==> config.mk <==
export PLATFORM = sky130hd
export DESIGN_NAME = rbgk_divider
export DESIGN_NICKNAME = d
export VERILOG_FILES = /design/src/hw/rtl/rbgk_pkg.sv /design/src/hw/rtl/rbgk_divider.sv
export SDC_FILE = /design/constraint.sdc
export NUM_CORES = 2
export LEC_CHECK = 0
export BUFFER_PORTS_ARGS = -buffer_cell sky130_fd_sc_hd__buf_2
export CAP_MARGIN = 20
export CORE_ASPECT_RATIO = 0.75
export CORE_MARGIN = 10
export CORE_UTILIZATION = 45
export DETAILED_ROUTE_END_ITERATION = 7
export HOLD_SLACK_MARGIN = 0.06
export PLACE_DENSITY_LB_ADDON = 0.08
export SYNTH_ARGS = -nofsm -noshare
export SYNTH_HDL_FRONTEND = slang
export SYNTH_SLANG_ARGS = --single-unit
export TNS_END_PERCENT = 100
==> constraint.sdc <==
create_clock -name clock -period 18.17 [get_ports clock]
set_input_delay 1.817 -clock clock [delete_from_list [all_inputs] [get_ports clock]]
set_output_delay 1.817 -clock clock [all_outputs]
set_load 0.01 [all_outputs]
==> src/hw/rtl/rbgk_pkg.sv <==
// Package for the D2Q9 regularized BGK collision unit: payload types, Q4.28 constants,
// lattice tables and the saturating fixed-point helpers. No dependencies.
package rbgk_pkg;

   localparam int DW       = 32;          // data width
   localparam int FB       = 28;          // fraction bits
   localparam int RATE_W   = 30;          // relax rate register width
   localparam int NUM_DIR  = 9;
   localparam int NUM_MOM  = 6;
   localparam int LOWB     = DW - FB;     // integer bits consumed by the divider

   localparam int MOM_LAT  = 3;
   localparam int DIV_STEPS_PER_STAGE = 2;
   localparam int DIV_STAGES = DW / DIV_STEPS_PER_STAGE;
   localparam int DIV_LAT  = DIV_STAGES + 2;
   localparam int COL_LAT  = 10;
   localparam int TOTAL_LAT = MOM_LAT + DIV_LAT + COL_LAT;

   // moment indexes
   localparam int M00 = 0;
   localparam int M10 = 1;
   localparam int M01 = 2;
   localparam int M11 = 3;
   localparam int M20 = 4;
   localparam int M02 = 5;

   typedef logic signed [DW-1:0]   data_type;
   typedef logic signed [2*DW-1:0] prod_type;
   typedef data_type [NUM_DIR-1:0] dist_type;
   typedef data_type [NUM_MOM-1:0] mom_type;

   typedef struct packed {
      logic     is_fluid;
      data_type dist_rest;
      data_type dist_east;
      data_type dist_north;
      data_type dist_west;
      data_type dist_south;
      data_type dist_ne;
      data_type dist_nw;
      data_type dist_sw;
      data_type dist_se;
   } req_type;

   typedef struct packed {
      logic     written;
      data_type post_rest;
      data_type post_east;
      data_type post_north;
      data_type post_west;
      data_type post_south;
      data_type post_ne;
      data_type post_nw;
      data_type post_sw;
      data_type post_se;
   } rsp_type;

   localparam data_type MAXV  = {1'b0, {(DW-1){1'b1}}};
   localparam data_type MINV  = {1'b1, {(DW-1){1'b0}}};
   localparam data_type ONE   = 32'sd268435456;
   localparam data_type THREE = 32'sd805306368;
   localparam data_type C45   = 32'sd1207959552;
   localparam data_type C15   = 32'sd402653184;
   localparam data_type THIRD = 32'sd89478485;
   localparam data_type Q23   = 32'sd178956971;    // 1 - 1/3
   localparam data_type QM13  = -32'sd89478485;    // -1/3
   localparam data_type W_REST = 32'sd119304647;
   localparam data_type W_AXIS = 32'sd29826162;
   localparam data_type W_DIAG = 32'sd7456540;
   localparam data_type K_REST = 32'sd536870912;   // 4.5 * w
   localparam data_type K_AXIS = 32'sd134217728;
   localparam data_type K_DIAG = 32'sd33554432;
   localparam data_type KEEP_RESET = '0;           // 1 - omega at omega = 1.0

   // order: rest, E, N, W, S, NE, NW, SW, SE
   localparam int DIR_X [NUM_DIR] = '{0, 1, 0, -1, 0, 1, -1, -1, 1};
   localparam int DIR_Y [NUM_DIR] = '{0, 0, 1, 0, -1, 1, 1, -1, -1};

   function automatic data_type sat_add(data_type a, data_type b);
      logic [DW:0] s;
      s = {a[DW-1], a} + {b[DW-1], b};
      if (s[DW] != s[DW-1]) return s[DW] ? MINV : MAXV;
      return data_type'(s[DW-1:0]);
   endfunction

   function automatic data_type sat_sub(data_type a, data_type b);
      logic [DW:0] s;
      s = {a[DW-1], a} - {b[DW-1], b};
      if (s[DW] != s[DW-1]) return s[DW] ? MINV : MAXV;
      return data_type'(s[DW-1:0]);
   endfunction

   // c > 0 adds, c < 0 subtracts, 0 keeps
   function automatic data_type acc_step(data_type acc, data_type f, int c);
      if (c > 0) return sat_add(acc, f);
      if (c < 0) return sat_sub(acc, f);
      return acc;
   endfunction

   function automatic prod_type mul_raw(data_type a, data_type b);
      return a * b;
   endfunction

   // round half away from zero on the magnitude, then saturate
   function automatic data_type mul_fin(prod_type p);
      logic [2*DW-1:0]  m;
      logic [2*DW-1:0]  t;
      logic [2*DW-FB-1:0] r;
      logic [DW-1:0]    rl;
      m  = p[2*DW-1] ? -p : p;
      t  = m + ((2*DW)'(1) << (FB-1));
      r  = t[2*DW-1:FB];
      rl = r[DW-1:0];
      if (p[2*DW-1]) begin
         if (r > ((2*DW-FB)'(1) << (DW-1))) return MINV;
         return data_type'(~rl + 1'b1);
      end
      if (r > ((2*DW-FB)'(1) << (DW-1)) - 1'b1) return MAXV;
      return data_type'(rl);
   endfunction

   // one restoring step: returns {quotient bit, new remainder}
   function automatic logic [DW:0] div_step(logic [DW-1:0] rem, logic nb,
                                            logic [DW-1:0] ud);
      logic [DW:0] t;
      logic [DW:0] d;
      t = {rem, nb};
      d = t - {1'b0, ud};
      if (t >= {1'b0, ud}) return {1'b1, d[DW-1:0]};
      return {1'b0, t[DW-1:0]};
   endfunction

   function automatic int mom_coef(int j, int q);
      case (j)
         M00:     return 1;
         M10:     return DIR_X[q];
         M01:     return DIR_Y[q];
         M11:     return DIR_X[q] * DIR_Y[q];
         M20:     return (DIR_X[q] != 0) ? 1 : 0;
         M02:     return (DIR_Y[q] != 0) ? 1 : 0;
         default: return 0;
      endcase
   endfunction

   function automatic data_type weight(int q);
      if (q == 0) return W_REST;
      if (q < 5) return W_AXIS;
      return W_DIAG;
   endfunction

   function automatic data_type kfac(int q);
      if (q == 0) return K_REST;
      if (q < 5) return K_AXIS;
      return K_DIAG;
   endfunction

   function automatic dist_type cell_dist(req_type c);
      dist_type f;
      f[0] = c.dist_rest;  f[1] = c.dist_east; f[2] = c.dist_north;
      f[3] = c.dist_west;  f[4] = c.dist_south; f[5] = c.dist_ne;
      f[6] = c.dist_nw;    f[7] = c.dist_sw;   f[8] = c.dist_se;
      return f;
   endfunction

   function automatic rsp_type make_rsp(logic wr, dist_type p);
      rsp_type r;
      r.written   = wr;
      r.post_rest = p[0]; r.post_east  = p[1]; r.post_north = p[2];
      r.post_west = p[3]; r.post_south = p[4]; r.post_ne    = p[5];
      r.post_nw   = p[6]; r.post_sw    = p[7]; r.post_se    = p[8];
      return r;
   endfunction

endpackage

==> src/hw/rtl/rbgk_divider.sv <==
// Pipelined fixed-point divider (num << FB) / den, truncated and saturated,
// two restoring steps per stage. Depends on rbgk_pkg.
module rbgk_divider import rbgk_pkg::*; (
   input  logic     clock,
   input  logic     en,
   input  data_type num,
   input  data_type den,
   output data_type quo
);

   logic [DW-1:0]   rem_ff [DIV_STAGES+1];
   logic [DW-1:0]   rem_in [DIV_STAGES+1];
   logic [DW-1:0]   q_ff   [DIV_STAGES+1];
   logic [DW-1:0]   q_in   [DIV_STAGES+1];
   logic [LOWB-1:0] low_ff [DIV_STAGES+1];
   logic [LOWB-1:0] low_in [DIV_STAGES+1];
   logic [DW-1:0]   ud_ff  [DIV_STAGES+1];
   logic            neg_ff [DIV_STAGES+1];
   logic            fix_ff [DIV_STAGES+1];
   data_type        fixv_ff [DIV_STAGES+1];
   logic            neg_in, fix_in;
   data_type        fixv_in;
   logic [DW-1:0]   ud_in;
   data_type        quo_ff, quo_in;

   // setup: magnitudes, zero divisor and quotients that cannot fit,
   // then the restoring steps of every stage
   always_comb begin
      logic [DW-1:0]   un;
      logic [DW-1:0]   r;
      logic [DW-1:0]   q;
      logic [LOWB-1:0] l;
      logic [DW:0]     st;
      un      = num[DW-1] ? -num : num;
      ud_in   = den[DW-1] ? -den : den;
      neg_in  = num[DW-1] ^ den[DW-1];
      fix_in  = 1'b0;
      fixv_in = '0;
      if (den == '0) begin
         fix_in  = 1'b1;
         fixv_in = (num == '0) ? data_type'('0) : (num[DW-1] ? MINV : MAXV);
      end else if ({{LOWB{1'b0}}, un} >= {ud_in, {LOWB{1'b0}}}) begin
         fix_in  = 1'b1;
         fixv_in = neg_in ? MINV : MAXV;
      end
      rem_in[0] = un >> LOWB;
      low_in[0] = un[LOWB-1:0];
      q_in[0]   = '0;
      for (int s = 0; s < DIV_STAGES; s++) begin
         r = rem_ff[s];
         q = q_ff[s];
         l = low_ff[s];
         for (int i = 0; i < DIV_STEPS_PER_STAGE; i++) begin
            st = div_step(r, l[LOWB-1], ud_ff[s]);
            r  = st[DW-1:0];
            q  = {q[DW-2:0], st[DW]};
            l  = l << 1;
         end
         rem_in[s+1] = r;
         q_in[s+1]   = q;
         low_in[s+1] = l;
      end
   end

   always_comb begin
      logic [DW-1:0] qf;
      qf = q_ff[DIV_STAGES];
      if (fix_ff[DIV_STAGES]) begin
         quo_in = fixv_ff[DIV_STAGES];
      end else if (neg_ff[DIV_STAGES]) begin
         quo_in = (qf > {1'b1, {(DW-1){1'b0}}}) ? MINV : data_type'(~qf + 1'b1);
      end else begin
         quo_in = qf[DW-1] ? MAXV : data_type'(qf);
      end
   end

   always_ff @(posedge clock) begin
      if (en) begin
         rem_ff[0]  <= rem_in[0];
         q_ff[0]    <= q_in[0];
         low_ff[0]  <= low_in[0];
         ud_ff[0]   <= ud_in;
         neg_ff[0]  <= neg_in;
         fix_ff[0]  <= fix_in;
         fixv_ff[0] <= fixv_in;
         for (int s = 1; s <= DIV_STAGES; s++) begin
            rem_ff[s]  <= rem_in[s];
            q_ff[s]    <= q_in[s];
            low_ff[s]  <= low_in[s];
            ud_ff[s]   <= ud_ff[s-1];
            neg_ff[s]  <= neg_ff[s-1];
            fix_ff[s]  <= fix_ff[s-1];
            fixv_ff[s] <= fixv_ff[s-1];
         end
         quo_ff <= quo_in;
      end
   end

   assign quo = quo_ff;

endmodule

==> results.yml <==
finish:
  multi_input_comb_area_um2: 59570
  layout-drive-gt1-share: 0.09915
  nets: 11750
  syn2layout_area_growth_pct: 8.861
  register_area_um2: 41980
  n_fill_cell: 21400
route:
  dr_total_vias: 80240
  wl_um: 293800
  firstDrtPassIters: 5
  route.detailed.drc: 0
  wl_per_cell_um: 21.22
  avgViaCountPerCell: 5.796
  drt_iter0_drc: 7270
  ant_nets: 0
hold_path:
  min-delay-start: "fixv_ff[1][30]$_DFFE_PP_"
  min_path_type: "flop to flop"
  worstHoldPathCells: 0
  hold_end: "fixv_ff[1][62]$_DFFE_PP_"
yosys:
  yosysUniqueCellTypes: 99
  synthAdderAreaFrac: 0.1268
  synth_area_leaders: "edfxtp_1, ha_1, mux2_2, xnor2_1, a21oi_1"
  yosys.area_share.simple: 0.1145
  synthMuxAreaShare: 0.06277
  synth_edf_count: 1398
  async_reset_ff_frac: 0
  yosys.area_share.xor_xnor: 0.07342
  syn_inst: 10520
  synth_ff_type: "edfxtp_1"
  yosys_warnings: 0
  yosys.area.top_type: "edfxtp_1"
  syn_area_um2: 105300
  ys_seq_area_frac: 0.3985
  synth_top_family_by_area: "compound AO/OA/AOI/OAI gates"
  yosysTopAreaCellShare: 0.3985
  synth-compound-area-share: 0.1866
  synth_seq_cells: 1398
  synthesis.nets: 11640
  avgSynthCellArea_um2: 10.02
place:
  finalWeightedCongestion: 0.9470
  numPortBuffers: 97
  dpl.hpwl_um: 233800
die:
  start_util: 0.4533
  io_pins: 98
  core_area_um2: 232400
  die_h_um: 439.0
  row_count: 153
  fp.dieArea_um2: 254000
  die_w_um: 578.7
cts:
  clock_latency_ps: 850
  clock-root-buffer: "clkbuf_16"
  h-tree-depth: 4
  cts_resized: 0
  clock_sinks: 1398
  cts_setup_buffers: 0
  ctsHoldBuffers: 0
  cts_tree: "yes"
  cts_buffer_depth: 4
  numCtsBuffers: 162
  path_clk_slew_ps: 60
worst_setup_path:
  rrSetupSlack_ps: 9480
  crit_path_max_fanout: 46
  worst_setup_path_end_kind: "flop"
  cp-start-kind: "flop"
  crit_required_ps: 18710
  worst-setup-path-type: "flop to flop"
  r2r_end: "rem_ff[0][139]$_DFFE_PP_"
  arrival_ps: 9230
  timing.rr.start: "ud_ff[0][114]$_DFFE_PP_"
  r2r_cells: 26
timing:
  slew_viol_final: 0
  max_freq_ghz: 0.1151
  slew_headroom: 0.1402
  setup_viol: 0
  fin_skew_ps: 63.14
  setup_tns_ps: 0
  fin_crit_sh: 0.4781
  fin_crit_ps: 8687
  finalHoldViolations: 0
  worstMarginPinSlew_ps: 1278
  rsz0062_at_grt: "false"
grt:
  grt_max_degree: 133
  overflow: 0
  grt_first_pass_wirelength_um: 450200
  grt_pass1_vias: 75630
  antenna_found_initial: 21
  grt_usage: 0.2232
run_status:
  status: "finished, final reports clean"
flow_run:
  cap_viol_max_count: 0
-- critical path, stage by stage, from the launching register on --
cell	delay (ps)
edfxtp_1	380
inv_1	110
ha_1	290
a21oi_1	240
o22ai_1	140
o41ai_1	670
nand2_1	140
o31ai_2	550
o31ai_1	180
o31a_1	340
o21ai_4	140
buf_4	420
inv_2	290
mux2i_1	270
inv_1	70
ha_1	350
and3_1	240
a221oi_1	380
a21boi_0	400
o21ai_0	310
a22o_1	330
a21oi_1	550
nand2_1	120
a211o_1	320
or3_1	340
o31a_2	380
mux2_1	430
-- per-stage QoR --
step                        util  hold slack (ps)  cells  instance area, µm²  setup WS, ps
final                     0.4934            377.9  13850              114700          9483
after global routing      0.4934            382.9  13840              114700          8997
after CTS                 0.4933            379.1  13840              114700          9635
after detailed placement  0.4709            404.5  13560              109400          9731
after global placement    0.4707            400.6  13560              109400          9919
after floorplan                -            400.3  10520              105300         11540
-- per-layer routing --
metal  share of wire  vias up  track usage
li1                -    39370            -
met1            0.50    38350       0.3463
met2            0.39     2177       0.3084
met3           0.083      328      0.05799
met4           0.020       14      0.04532
met5         0.00034        -            0
-- Yosys cell counts, types with 91 or more instances --
library cell	count
and3_1	113
mux2_2	531
xor2_1	281
a31oi_1	93
ha_1	1039
nand4_1	129
nand2b_1	149
nor3_1	155
edfxtp_1	1398
o31ai_1	91
clkbuf_1	144
nor2_1	608
a21o_1	558
inv_1	794
a21oi_1	935
nor2b_1	129
nand2_1	692
o21a_1	146
o21ai_0	634
o21bai_1	113
nand3_1	181
xnor2_1	602
-- how the worst max path moves through the flow --
stage,start,end,slack (ps),cells past startpoint
floorplan,ud_ff[0][46]$_DFFE_PP_,rem_ff[0][87]$_DFFE_PP_,11540,27
global placement,ud_ff[0][102]$_DFFE_PP_,rem_ff[0][156]$_DFFE_PP_,9920,26
detailed placement,ud_ff[0][102]$_DFFE_PP_,rem_ff[0][156]$_DFFE_PP_,9730,26
CTS,ud_ff[0][102]$_DFFE_PP_,rem_ff[0][139]$_DFFE_PP_,9640,26
global route,ud_ff[0][114]$_DFFE_PP_,rem_ff[0][139]$_DFFE_PP_,9000,26
finish,ud_ff[0][114]$_DFFE_PP_,rem_ff[0][139]$_DFFE_PP_,9480,26
-- sequential cells by signal, indices dropped and copies added, names as in the netlist --
register	flops
ud_ff	512
neg_ff	17
quo	32
rem_ff	508
fix_ff	17
low_ff	6
q_ff	272
fixv_ff	34
-- cells in the final DEF (no fill, tap or decap), types with 97 or more instances in the layout --
cell type     n
a21o_1      558
a21oi_1     935
and3_1      113
buf_2        97
clkbuf_16   163
edfxtp_1   1398
ha_1       1039
inv_1       794
mux2_2      531
nand2_1     692
nand2b_1    149
nand3_1     181
nand4_1     129
nor2_1      606
nor2b_1     129
nor3_1      155
o21a_1      146
o21ai_0     634
o21bai_1    113
xnor2_1     602
xor2_1      281
-- logic make-up (layout without fill, tap and decap cells) --
family | Yosys count | count (layout)
AO/OA/AOI/OAI | 3094 | 3094
AND/OR/NAND/NOR | 2475 | 2475
buffers and inverters | 1018 | 1243
multiplexers | 591 | 591
other | 0 | 4
flip-flops | 1398 | 1398
XOR/XNOR | 883 | 883
adder cells (fa/ha/maj) | 1057 | 1057
-- cell type report --
class / instances / share of cell area
clock buffers: 180 / 0.03613
inverters: 800 / 0.02619
multi-input cells: 8100 / 0.5195
repair buffers: 162 / 0.008740
flip-flops and latches: 1398 / 0.3661
well taps: 3100 / 0.03382
diodes: 4 / 0.00008729
clock inverters: 101 / 0.009449
Power is left out: the tool's default activity adds up to more than one toggle a clock period on the data nets, which glitch-free logic cannot reach.
